`src/assert_macros.svh`:
```
// Assertion helpers shared by the RTL.
`ifndef ASSERT_MACROS_SVH
`define ASSERT_MACROS_SVH

// Checked at every rising edge of i_clk, off while reset is held.
`define ASSERT_CLK(label, prop, msg) \
    label: assert property (@(posedge i_clk) disable iff (!i_rst_n) (prop)) \
        else $error(msg);

// Checked at every rising edge of i_clk, reset included.
`define ASSERT_ALWAYS(label, prop, msg) \
    label: assert property (@(posedge i_clk) (prop)) \
        else $error(msg);

`endif

```
`src/mcw_pkg.sv`:
```
package mcw_pkg;

    // field widths
    localparam int SEQ_W   = 32;
    localparam int CNT_W   = 32;
    localparam int MV_W    = 16;
    localparam int LIM_W   = 15;
    localparam int AGE_W   = 8;
    localparam int ANGLE_W = 12;
    localparam int DATA_W  = 32;
    localparam int ADDR_W  = 4;

    // encoder counts per revolution, power of two
    localparam int COUNTS_PER_REV = 2048;
    localparam int CPR_BITS       = $clog2(COUNTS_PER_REV);
    localparam int HALF_REV       = COUNTS_PER_REV / 2;

    localparam logic [AGE_W-1:0] AGE_MAX = {AGE_W{1'b1}};

    localparam logic OP_COMMAND = 1'b0;
    localparam logic OP_TICK    = 1'b1;

    typedef enum logic [1:0] {
        COLOUR_RED   = 2'd0,
        COLOUR_BLUE  = 2'd1,
        COLOUR_GREEN = 2'd2
    } t_colour;

    typedef enum logic [1:0] {
        REG_ARM_OFFSET  = 2'd0,
        REG_PEND_OFFSET = 2'd1,
        REG_TIMEOUT     = 2'd2,
        REG_VOLT_LIMIT  = 2'd3
    } t_reg_idx;

    localparam logic [DATA_W-1:0] TIMEOUT_RST = 32'd10;
    localparam logic [DATA_W-1:0] LIMIT_RST   = 32'd10000;

    typedef struct packed {
        logic signed [CNT_W-1:0] arm_offset;
        logic signed [CNT_W-1:0] pendulum_offset;
        logic [AGE_W-1:0]        timeout_ticks;
        logic [LIM_W-1:0]        voltage_limit_mv;
    } t_cfg;

    typedef struct packed {
        logic                    operation;
        logic signed [CNT_W-1:0] arm_count;
        logic signed [CNT_W-1:0] pendulum_count;
        logic [SEQ_W-1:0]        command_seq;
        logic signed [MV_W-1:0]  command_mv;
    } t_in_item;

    typedef struct packed {
        logic [SEQ_W-1:0]          sample_seq;
        logic signed [CNT_W-1:0]   arm_angle;
        logic signed [ANGLE_W-1:0] pendulum_angle;
        logic signed [MV_W-1:0]    motor_mv;
        t_colour                   status_colour;
        logic                      colour_changed;
    } t_out_item;

endpackage

```
`src/mcw_in_if.sv`:
```
interface mcw_in_if;
    import mcw_pkg::*;

    logic                    valid;
    logic                    ready;
    logic                    operation;
    logic signed [CNT_W-1:0] arm_count;
    logic signed [CNT_W-1:0] pendulum_count;
    logic [SEQ_W-1:0]        command_seq;
    logic signed [MV_W-1:0]  command_mv;

    modport source (
        output valid, operation, arm_count, pendulum_count, command_seq, command_mv,
        input  ready
    );

    modport sink (
        input  valid, operation, arm_count, pendulum_count, command_seq, command_mv,
        output ready
    );
endinterface

```
`src/mcw_out_if.sv`:
```
interface mcw_out_if;
    import mcw_pkg::*;

    logic                      valid;
    logic                      ready;
    logic [SEQ_W-1:0]          sample_seq;
    logic signed [CNT_W-1:0]   arm_angle;
    logic signed [ANGLE_W-1:0] pendulum_angle;
    logic signed [MV_W-1:0]    motor_mv;
    logic [1:0]                status_colour;
    logic                      colour_changed;

    modport source (
        output valid, sample_seq, arm_angle, pendulum_angle, motor_mv,
               status_colour, colour_changed,
        input  ready
    );

    modport sink (
        input  valid, sample_seq, arm_angle, pendulum_angle, motor_mv,
               status_colour, colour_changed,
        output ready
    );
endinterface

```
`src/motor_command_watchdog.sv`:
```
// Motor command watchdog. Command words (operation 0) are checked against the
// last accepted sequence number and their voltage clamped to +/- the limit;
// they give no output word. Each tick word (operation 1) gives one output
// word with the tick number, arm angle, pendulum angle wrapped to half a
// revolution, the applied voltage (zero until a command arrives or once its
// age in ticks passes the timeout) and the status colour with a change flag.
// One word is taken every cycle unless the input stalls; a tick passes the
// input register, then the result register, before its result is valid on
// the output. The input stalls only while a tick waits in the input register
// behind an output word that has not been taken. Registers must be written
// over APB only while no word is in flight; the block does not enforce this.
module motor_command_watchdog (
    input  logic                       i_clk,
    input  logic                       i_rst_n,
    mcw_in_if.sink                     i_in,
    mcw_out_if.source                  o_out,
    input  logic                       psel,
    input  logic                       penable,
    input  logic                       pwrite,
    input  logic [mcw_pkg::ADDR_W-1:0] paddr,
    input  logic [mcw_pkg::DATA_W-1:0] pwdata,
    output logic [mcw_pkg::DATA_W-1:0] prdata,
    output logic                       pready
);
    import mcw_pkg::*;
    `include "assert_macros.svh"

    t_cfg cfg;

    mcw_regs u_regs (
        .i_clk   (i_clk),
        .i_rst_n (i_rst_n),
        .psel    (psel),
        .penable (penable),
        .pwrite  (pwrite),
        .paddr   (paddr),
        .pwdata  (pwdata),
        .prdata  (prdata),
        .pready  (pready),
        .o_cfg   (cfg)
    );

    // input stage
    logic     r_s1_valid;
    t_in_item r_s1;
    logic     s1_adv;
    logic     cmd_adv;
    logic     tick_adv;

    // result stage
    logic      r_out_valid;
    t_out_item r_out;
    t_out_item n_out;

    // watchdog state
    logic [SEQ_W-1:0]       r_tick;
    logic [SEQ_W-1:0]       r_last_seq;
    logic signed [MV_W-1:0] r_held;
    logic                   r_ever;
    logic                   r_pending;
    logic [AGE_W-1:0]       r_age;
    t_colour                r_colour;

    logic                        seq_ok;
    logic signed [MV_W-1:0]      lim;
    logic signed [MV_W-1:0]      n_held;
    logic [AGE_W-1:0]            n_age;
    t_colour                     n_colour;
    logic [CNT_W-1:0]            pend_diff;
    logic [CPR_BITS-1:0]         pend_low;
    logic signed [CPR_BITS:0]    pend_wrap;

    assign s1_adv   = r_s1_valid &&
                      (r_s1.operation == OP_COMMAND || !r_out_valid || o_out.ready);
    assign cmd_adv  = s1_adv && r_s1.operation == OP_COMMAND;
    assign tick_adv = s1_adv && r_s1.operation == OP_TICK;

    assign i_in.ready = !r_s1_valid || s1_adv;

    always_ff @(posedge i_clk) begin
        if (!i_rst_n) begin
            r_s1_valid <= 1'b0;
        end else if (i_in.ready) begin
            r_s1_valid <= i_in.valid;
        end
    end

    always_ff @(posedge i_clk) begin
        if (i_in.valid && i_in.ready) begin
            r_s1.operation      <= i_in.operation;
            r_s1.arm_count      <= i_in.arm_count;
            r_s1.pendulum_count <= i_in.pendulum_count;
            r_s1.command_seq    <= i_in.command_seq;
            r_s1.command_mv     <= i_in.command_mv;
        end
    end

    // command path
    always_comb begin
        seq_ok = !r_ever || (r_s1.command_seq > r_last_seq);
        lim    = signed'({1'b0, cfg.voltage_limit_mv});
        if (r_s1.command_mv > lim) begin
            n_held = lim;
        end else if (r_s1.command_mv < -lim) begin
            n_held = -lim;
        end else begin
            n_held = r_s1.command_mv;
        end
    end

    // tick path
    always_comb begin
        if (r_pending) begin
            n_age = '0;
        end else if (r_ever && r_age != AGE_MAX) begin
            n_age = r_age + 1'b1;
        end else begin
            n_age = r_age;
        end

        if (!r_ever) begin
            n_colour = COLOUR_BLUE;
        end else if (n_age > cfg.timeout_ticks || n_age == AGE_MAX) begin
            n_colour = COLOUR_RED;
        end else begin
            n_colour = COLOUR_GREEN;
        end

        // modulo a power-of-two revolution, then fold the upper half negative
        pend_diff = r_s1.pendulum_count - cfg.pendulum_offset;
        pend_low  = pend_diff[CPR_BITS-1:0];
        if (pend_low > CPR_BITS'(HALF_REV)) begin
            pend_wrap = signed'({1'b1, pend_low});
        end else begin
            pend_wrap = signed'({1'b0, pend_low});
        end

        n_out.sample_seq     = r_tick;
        n_out.arm_angle      = r_s1.arm_count - cfg.arm_offset;
        n_out.pendulum_angle = ANGLE_W'(pend_wrap);
        n_out.motor_mv       = (n_colour == COLOUR_GREEN) ? r_held : '0;
        n_out.status_colour  = n_colour;
        n_out.colour_changed = (n_colour != r_colour);
    end

    always_ff @(posedge i_clk) begin
        if (!i_rst_n) begin
            r_tick     <= '0;
            r_last_seq <= '0;
            r_held     <= '0;
            r_ever     <= 1'b0;
            r_pending  <= 1'b0;
            r_age      <= '0;
            r_colour   <= COLOUR_BLUE;
        end else if (cmd_adv && seq_ok) begin
            r_last_seq <= r_s1.command_seq;
            r_held     <= n_held;
            r_ever     <= 1'b1;
            r_pending  <= 1'b1;
        end else if (tick_adv) begin
            r_tick    <= r_tick + 1'b1;
            r_pending <= 1'b0;
            r_age     <= n_age;
            r_colour  <= n_colour;
        end
    end

    always_ff @(posedge i_clk) begin
        if (!i_rst_n) begin
            r_out_valid <= 1'b0;
        end else if (tick_adv) begin
            r_out_valid <= 1'b1;
        end else if (o_out.ready) begin
            r_out_valid <= 1'b0;
        end
    end

    always_ff @(posedge i_clk) begin
        if (tick_adv) begin
            r_out <= n_out;
        end
    end

    assign o_out.valid          = r_out_valid;
    assign o_out.sample_seq     = r_out.sample_seq;
    assign o_out.arm_angle      = r_out.arm_angle;
    assign o_out.pendulum_angle = r_out.pendulum_angle;
    assign o_out.motor_mv       = r_out.motor_mv;
    assign o_out.status_colour  = r_out.status_colour;
    assign o_out.colour_changed = r_out.colour_changed;

    `ASSERT_ALWAYS(a_pending_has_cmd,
        r_pending |-> r_ever,
        "pending command without any command")
    `ASSERT_CLK(a_s1_held,
        (r_s1_valid && !s1_adv) |=> r_s1_valid,
        "stalled word dropped")
    `ASSERT_CLK(a_motor_off,
        (r_out_valid && r_out.status_colour != COLOUR_GREEN) |-> (r_out.motor_mv == '0),
        "voltage applied while not running")
    `ASSERT_CLK(a_seq_out,
        tick_adv |=> (r_out.sample_seq == $past(r_tick)),
        "tick number mismatch")
    `ASSERT_CLK(a_age_step,
        (tick_adv && !r_pending && r_ever && r_age != AGE_MAX)
            |=> (r_age == $past(r_age) + 8'd1),
        "command age did not advance")
endmodule

```
`src/mcw_regs.sv`:
```
module mcw_regs (
    input  logic                         i_clk,
    input  logic                         i_rst_n,
    input  logic                         psel,
    input  logic                         penable,
    input  logic                         pwrite,
    input  logic [mcw_pkg::ADDR_W-1:0]   paddr,
    input  logic [mcw_pkg::DATA_W-1:0]   pwdata,
    output logic [mcw_pkg::DATA_W-1:0]   prdata,
    output logic                         pready,
    output mcw_pkg::t_cfg                o_cfg
);
    import mcw_pkg::*;

    t_cfg     r_cfg;
    t_reg_idx idx;
    logic     wr_en;

    assign pready = 1'b1;
    assign idx    = t_reg_idx'(paddr[ADDR_W-1:2]);
    assign wr_en  = psel && penable && pwrite && pready;
    assign o_cfg  = r_cfg;

    always_ff @(posedge i_clk) begin
        if (!i_rst_n) begin
            r_cfg.arm_offset       <= '0;
            r_cfg.pendulum_offset  <= '0;
            r_cfg.timeout_ticks    <= TIMEOUT_RST[AGE_W-1:0];
            r_cfg.voltage_limit_mv <= LIMIT_RST[LIM_W-1:0];
        end else if (wr_en) begin
            case (idx)
                REG_ARM_OFFSET:  r_cfg.arm_offset       <= pwdata;
                REG_PEND_OFFSET: r_cfg.pendulum_offset  <= pwdata;
                REG_TIMEOUT:     r_cfg.timeout_ticks    <= pwdata[AGE_W-1:0];
                REG_VOLT_LIMIT:  r_cfg.voltage_limit_mv <= pwdata[LIM_W-1:0];
                default: begin
                end
            endcase
        end
    end

    always_comb begin
        case (idx)
            REG_ARM_OFFSET:  prdata = r_cfg.arm_offset;
            REG_PEND_OFFSET: prdata = r_cfg.pendulum_offset;
            REG_TIMEOUT:     prdata = {{(DATA_W-AGE_W){1'b0}}, r_cfg.timeout_ticks};
            REG_VOLT_LIMIT:  prdata = {{(DATA_W-LIM_W){1'b0}}, r_cfg.voltage_limit_mv};
            default:         prdata = '0;
        endcase
    end
endmodule
```
`src/flat_wrapper.sv`:
```
// flat-port wrapper written by rule: the top's interface ports become plain ports
module motor_command_watchdog_flat import mcw_pkg::*;
  (i_clk, i_rst_n, psel, penable, pwrite, paddr, pwdata, prdata, pready, i_in_valid, i_in_operation, i_in_arm_count, i_in_pendulum_count, i_in_command_seq, i_in_command_mv, i_in_ready, o_out_valid, o_out_sample_seq, o_out_arm_angle, o_out_pendulum_angle, o_out_motor_mv, o_out_status_colour, o_out_colour_changed, o_out_ready);
  mcw_in_if i_in_i ();
  mcw_out_if o_out_i ();
  input  logic i_clk;
  input  logic i_rst_n;
  input  logic psel;
  input  logic penable;
  input  logic pwrite;
  input  logic [mcw_pkg::ADDR_W-1:0] paddr;
  input  logic [mcw_pkg::DATA_W-1:0] pwdata;
  output logic [mcw_pkg::DATA_W-1:0] prdata;
  output logic pready;
  input wire logic [$bits(i_in_i.valid)-1:0] i_in_valid;
  input wire logic [$bits(i_in_i.operation)-1:0] i_in_operation;
  input wire logic [$bits(i_in_i.arm_count)-1:0] i_in_arm_count;
  input wire logic [$bits(i_in_i.pendulum_count)-1:0] i_in_pendulum_count;
  input wire logic [$bits(i_in_i.command_seq)-1:0] i_in_command_seq;
  input wire logic [$bits(i_in_i.command_mv)-1:0] i_in_command_mv;
  output wire logic [$bits(i_in_i.ready)-1:0] i_in_ready;
  output wire logic [$bits(o_out_i.valid)-1:0] o_out_valid;
  output wire logic [$bits(o_out_i.sample_seq)-1:0] o_out_sample_seq;
  output wire logic [$bits(o_out_i.arm_angle)-1:0] o_out_arm_angle;
  output wire logic [$bits(o_out_i.pendulum_angle)-1:0] o_out_pendulum_angle;
  output wire logic [$bits(o_out_i.motor_mv)-1:0] o_out_motor_mv;
  output wire logic [$bits(o_out_i.status_colour)-1:0] o_out_status_colour;
  output wire logic [$bits(o_out_i.colour_changed)-1:0] o_out_colour_changed;
  input wire logic [$bits(o_out_i.ready)-1:0] o_out_ready;
  assign i_in_i.valid = i_in_valid;
  assign i_in_i.operation = i_in_operation;
  assign i_in_i.arm_count = i_in_arm_count;
  assign i_in_i.pendulum_count = i_in_pendulum_count;
  assign i_in_i.command_seq = i_in_command_seq;
  assign i_in_i.command_mv = i_in_command_mv;
  assign i_in_ready = i_in_i.ready;
  assign o_out_valid = o_out_i.valid;
  assign o_out_sample_seq = o_out_i.sample_seq;
  assign o_out_arm_angle = o_out_i.arm_angle;
  assign o_out_pendulum_angle = o_out_i.pendulum_angle;
  assign o_out_motor_mv = o_out_i.motor_mv;
  assign o_out_status_colour = o_out_i.status_colour;
  assign o_out_colour_changed = o_out_i.colour_changed;
  assign o_out_i.ready = o_out_ready;
  motor_command_watchdog u_core (.i_clk(i_clk), .i_rst_n(i_rst_n), .i_in(i_in_i), .o_out(o_out_i), .psel(psel), .penable(penable), .pwrite(pwrite), .paddr(paddr), .pwdata(pwdata), .prdata(prdata), .pready(pready));
endmodule
```
`config.mk`:
```
export PLATFORM = sky130hd
export DESIGN_NAME = motor_command_watchdog_flat
export DESIGN_NICKNAME = d
export VERILOG_FILES = /design/src/mcw_pkg.sv /design/src/mcw_in_if.sv /design/src/mcw_out_if.sv /design/src/motor_command_watchdog.sv /design/src/mcw_regs.sv /design/src/flat_wrapper.sv
export VERILOG_INCLUDE_DIRS = /design/src /design/src/src
export SDC_FILE = /design/constraint.sdc
export NUM_CORES = 1
export LEC_CHECK = 0
export BUFFER_PORTS_ARGS = -buffer_cell sky130_fd_sc_hd__buf_2
export CORE_AREA = 4 4 220 222
export CTS_BUF_LIST = sky130_fd_sc_hd__clkbuf_4
export DETAILED_ROUTE_END_ITERATION = 16
export DIE_AREA = 0 0 224 226
export GPL_TIMING_DRIVEN = 1
export PLACE_DENSITY = 0.58
export RECOVER_POWER = 50
export SYNTH_ARGS = -nofsm -noshare
export SYNTH_HDL_FRONTEND = slang
export SYNTH_HIERARCHICAL = 1
export SYNTH_SLANG_ARGS = --single-unit
```
`constraint.sdc`:
```
create_clock -name i_clk -period 13.9 [get_ports i_clk]
set_clock_uncertainty 0.15 [all_clocks]
set_input_delay 0 -clock i_clk [delete_from_list [all_inputs] [get_ports i_clk]]
set_output_delay 0 -clock i_clk [all_outputs]
set_load 0.005 [all_outputs]
```
Yosys cells after proc, flatten, opt, wreduce, memory -nomap -nowiden --
Cells that the tools add are included.
Word-level totals: bits in registers 368, output and inout bits 130, bits of input ports 156, word-level logic and storage cells 79
Cells by class: equality and inequality tests 7, magnitude comparators 5, reductions and logical operators 24, bitwise logic cells 2, mux-type cells 12, $add $sub $neg 5
Operators by type and width (count):
- 32-bit case mux with 4 select lines | 1
- 32-bit by 1-bit adder with 32-bit output, second input constant | 1
- 32-bit > comparator | 1
- 16-bit two-way mux | 2
- 32-bit subtractor | 1
- 16-bit > comparator | 1
- 16-bit less-than comparator | 1
- 8-bit two-way mux | 2
- 15-bit negation with 16-bit output | 1
- 12-bit two-way mux | 1
- 11-bit > comparator, second input constant | 1
- 11-bit subtractor | 1
- 2-bit AND reduction | 5
- 8-bit by 1-bit adder with 8-bit output, second input constant | 1
- 8-bit equality test, second input constant | 1
- 8-bit > comparator | 1
- 1-bit logical AND | 8
- 8-bit inequality test, second input constant | 1
- 2-bit equality test, second input constant | 3
- 1-bit logical OR | 5
- 1-bit two-way mux | 4
- 2-bit two-way mux | 2
- 2-bit nonzero test | 2
- 1-bit zero test | 3
- other kinds (4) | 5

Depth between registers and ports, before layout --
depth after elaboration 9, mapped depth 16

Modules after synthesis --
Netlist, hierarchy kept.
Modules (own cells, without submodules):
- motor_command_watchdog | times used 1, cells an instance 1343, area an instance 14412.6 um^2
- mcw_regs | times used 1, cells an instance 404, area an instance 3912.5 um^2

Least setup slack after synthesis --
OpenSTA, ideal clock, no wires.
path kind register to register, start reg u_core/r_s1[112] in the netlist's numbering, end reg u_core/r_s1[0] in the netlist's numbering (enable), slack 7.710 ns, arrival time 5.443 ns, stages on the path, launching flop included 2, data required time 13.153 ns, setup time 0.597 ns, cells stage by stage edfxtp_1 a31oi_1
On the way: cells in the longest elaborated chain, start to end 6
Ends and longest elaborated chain:
- start, declared | RTL line motor_command_watchdog.sv:45 | t_in_item r_s1;
- 1-bit inverter | RTL line motor_command_watchdog.sv:74 | (r_s1.operation == OP_COMMAND || !r_out_valid || o_out.ready);
- 1-bit logical OR (2 in series) | RTL line motor_command_watchdog.sv:74
- 1-bit logical AND | RTL line motor_command_watchdog.sv:73 | assign s1_adv = r_s1_valid &&
- 1-bit logical OR | RTL line motor_command_watchdog.sv:78 | assign i_in.ready = !r_s1_valid || s1_adv;
- 1-bit logical AND | RTL line motor_command_watchdog.sv:89 | if (i_in.valid && i_in.ready) begin
Every way passes these cells. A chain may end at the register's enable or synchronous reset.

==> qor.csv <==
metric,value,unit
outcome,"finished, violations left",
failing checks,"capacitance limit, slew limit",
Critical Path End Type,flop,
drt wl/cell,16.3,um
Core Area,0.0464,mm^2
synthesized flop and latch total,368,
vias in the first global route,15200,
RSZ-0062 raised after global routing,no,
Final setup viols,0,
crit start category,input pin,
post_cts resized,0,
aggregate global routing overflow,0,
DRT Pass-1 Iters,5,
fmax,185,MHz
slowest cell on the critical path,clkbuf_1,
hold slack,0.0978,ns
Nets,2572,
setup bufs post-CTS,0,
syn avg cell area,10.5,um^2
Seq. cell area,0.00924,mm^2
final WL,48800,um
"commonest non-fill, non-tap cells in the layout","dlygate4sd3_1 (262), nand2_1 (197), edfxtp_1 (187)",
pwr dens,102,mW/mm^2
most used routing layer,met2,
Synth cell types,87,
Ports,286,
vias,15000,
DIE AREA,0.0506,mm^2
Die Wd,224,um
# DRC,0,
Hold Crit Class,in2reg,
largest net degree at the start of global routing,87,
"Clk Latency, worst-skew pair",0.79,ns
yosys warns,6,
Final Cycle Share,38.9,%
CTS sink count,368,
Die Height,226,um
Mapped Cells,1747,
ratio of cells with drive above 1 in the final layout,16.2,%
"most common cell after layout, fill and taps aside",dlygate4sd3_1,
DP Wirelength,32800,um
Max Buffers Root-to-Sink,3,
crit-path cells,"dlygate4sd3_1, clkbuf_1, clkbuf_1, nand2_1, mux2i_1, dlygate4sd3_1",
Global Route Usage Sum,19.0,%
wire length of the first global-routing pass,77900,um
CP Max Fanout,86,
number of placement rows,79,
crit path kind,in2reg,
htree depth,3,
1st-iter DRT viols,974,
Max VDD drop,0.0765,mV
Slew @ Worst Pin,3.43,ns
Inserted Clock Buffers,98,
Syn Nets,2019,
Final Hold Fails,0,
vias per cell,5.00,
async set-reset flop share out of synthesis,0,%
Port Buffer Count,261,
CTS tree,built,
mapped cell area,0.0183,mm^2
Post-synth EDFFs,187,
met3 Use GR,4.07,%
Rel. slew slack,-128,%
grt met1 use,23.2,%
area of the multi-input gates,0.00813,mm^2
DRT antenna net count,0,
Slowest Stage Delay on Critical Path,2.53,ns
Initial Util,39.5,%
CTS Root Cell,clkbuf_4,
# fillers,4248,
initial antenna violation count,4,
Crit path required time,14.49,ns
Final Max Slew Viols,212,
critical path arrival,6.00,ns
P_leak,9.42,nW
top_reg_cell synth,edfxtp_1,
sequential area share after synthesis,50.4,%
met2 Usage GRT,33.1,%
Layout area overhead,29.9,%
RD Place Congestion,0.867,
TNS Setup,0,ns
Clock Pin Slew Worst Setup and Hold Paths,0.06,ns
post-route minimum period,5.41,ns
Max-Cap Viols,4,
## power breakdown
group / switching [mW] / total, mW / leakage, nW / internal (mW)
registers: 0.0203 / 1.20 / 3.20 / 1.18
clock network: 0.446 / 0.936 / 0.749 / 0.489
logic: 0.143 / 0.282 / 5.47 / 0.139
## worst paths after layout
kind / startpoint / endpoint / slack (ns) / cells after the start
setup / recovery: i_rst_n / u_core/u_regs/o_cfg[78] / 8.49 / 6
hold / removal: paddr[2] / u_core/u_regs/o_cfg[9] / 0.1 / 4
hold reg to reg: u_core/u_regs/o_cfg[48] / u_core/u_regs/o_cfg[48] / 0.32 / 2
setup reg to reg: u_core/u_regs/o_cfg[1] / u_core/r_held[11] / 9.39 / 15
## kinds of logic after synthesis
kind of cell	count (synthesis)	synth area share [%]
flip-flops	368	50.4
buffers and inverters	217	5.19
adder cells (fa/ha/maj)	116	8.00
XOR/XNOR	69	3.30
AO/OA/AOI/OAI	345	12.1
other	1	0.0205
AND/OR/NAND/NOR	510	13.8
multiplexers	121	7.17
## cells in the mapped netlist (5+ instances only)
cell type	n	share of area, %
nand2_1	197	4.0
xnor2_1	36	1.7
nor3b_1	5	0.20
o21ai_0	83	2.3
and4_1	5	0.24
a31oi_1	8	0.27
o22ai_1	6	0.20
and3_1	16	0.55
a311oi_1	6	0.29
mux4_2	8	0.98
buf_2	9	0.25
clkbuf_1	57	1.2
inv_1	131	2.7
ha_1	114	7.8
edfxtp_1	187	31
mux2i_1	111	6.1
buf_4	10	0.41
a21oi_1	109	3.0
o311ai_0	6	0.29
nor4_1	5	0.17
nor2_1	82	1.7
dfxtp_1	181	20
xor2_1	33	1.6
nand4_1	32	1.1
and2_1	30	1.0
o21a_1	14	0.57
or3_1	17	0.58
nor2b_1	18	0.61
buf_6	5	0.31
nor3_1	19	0.52
nand3_1	54	1.5
nand2b_1	6	0.20
a21o_1	42	1.7
a21boi_0	8	0.33
a211o_1	6	0.29
o211ai_1	6	0.25
## state kept, by name, summed over array words and instances (netlist names), 2 cells and up
register	flops
u_core/r_s1	92
u_core/o_out.motor_mv	16
u_core/r_age	8
u_core/r_colour	2
u_core/r_held	16
u_core/r_last_seq	32
u_core/o_out.arm_angle	32
u_core/o_out.status_colour	2
u_core/u_regs/o_cfg	87
u_core/o_out.sample_seq	32
u_core/r_tick	32
u_core/o_out.pendulum_angle	12
## metal layers
metal / share of wire [%] / vias up
li1: - / 7424
met1: 43 / 7033
met2: 49 / 422
met3: 5.4 / 88
met4: 2.6 / 0
met5: 0 / -
## worst max-delay path, delay by kind of cell
kind	cells	cell delay (ns)
muxes	1	0.26
and+or+nand+nor	1	0.28
buffers and inverters	4	5.40
## final cells by class
| type | count | area share, % |
|---|---|---|
| multi-input cells | 1162 | 34.1 |
| clock buffers | 142 | 4.48 |
| clock inverters | 38 | 0.757 |
| diodes | 4 | 0.0420 |
| flip-flops and latches | 368 | 38.8 |
| repair buffers | 539 | 16.5 |
| well taps | 607 | 3.19 |
| inverters | 131 | 2.08 |
## through the flow
| step | total power [mW] | std cells | setup WS, ns | util (%) | instance area, um^2 |
|---|---|---|---|---|---|
| floorplan | 1.37 | 1747 | 7.71 | - | 18300 |
| global placement | 1.45 | 2545 | 9.56 | 43.3 | 20100 |
| detailed placement | 1.45 | 2545 | 9.48 | 43.3 | 20100 |
| CTS | 2.47 | 2987 | 9.46 | 51.7 | 24000 |
| global route | 2.56 | 2991 | 7.93 | 51.4 | 23800 |
| finish | 2.42 | 2991 | 8.49 | 51.4 | 23800 |
## what timing repair did
item,in CTS,in global routing
hold buffers,262,0
endpoints found under the setup margin,0,0
hold endpoints to repair,296,0
(Power assumes the default switching activity.)
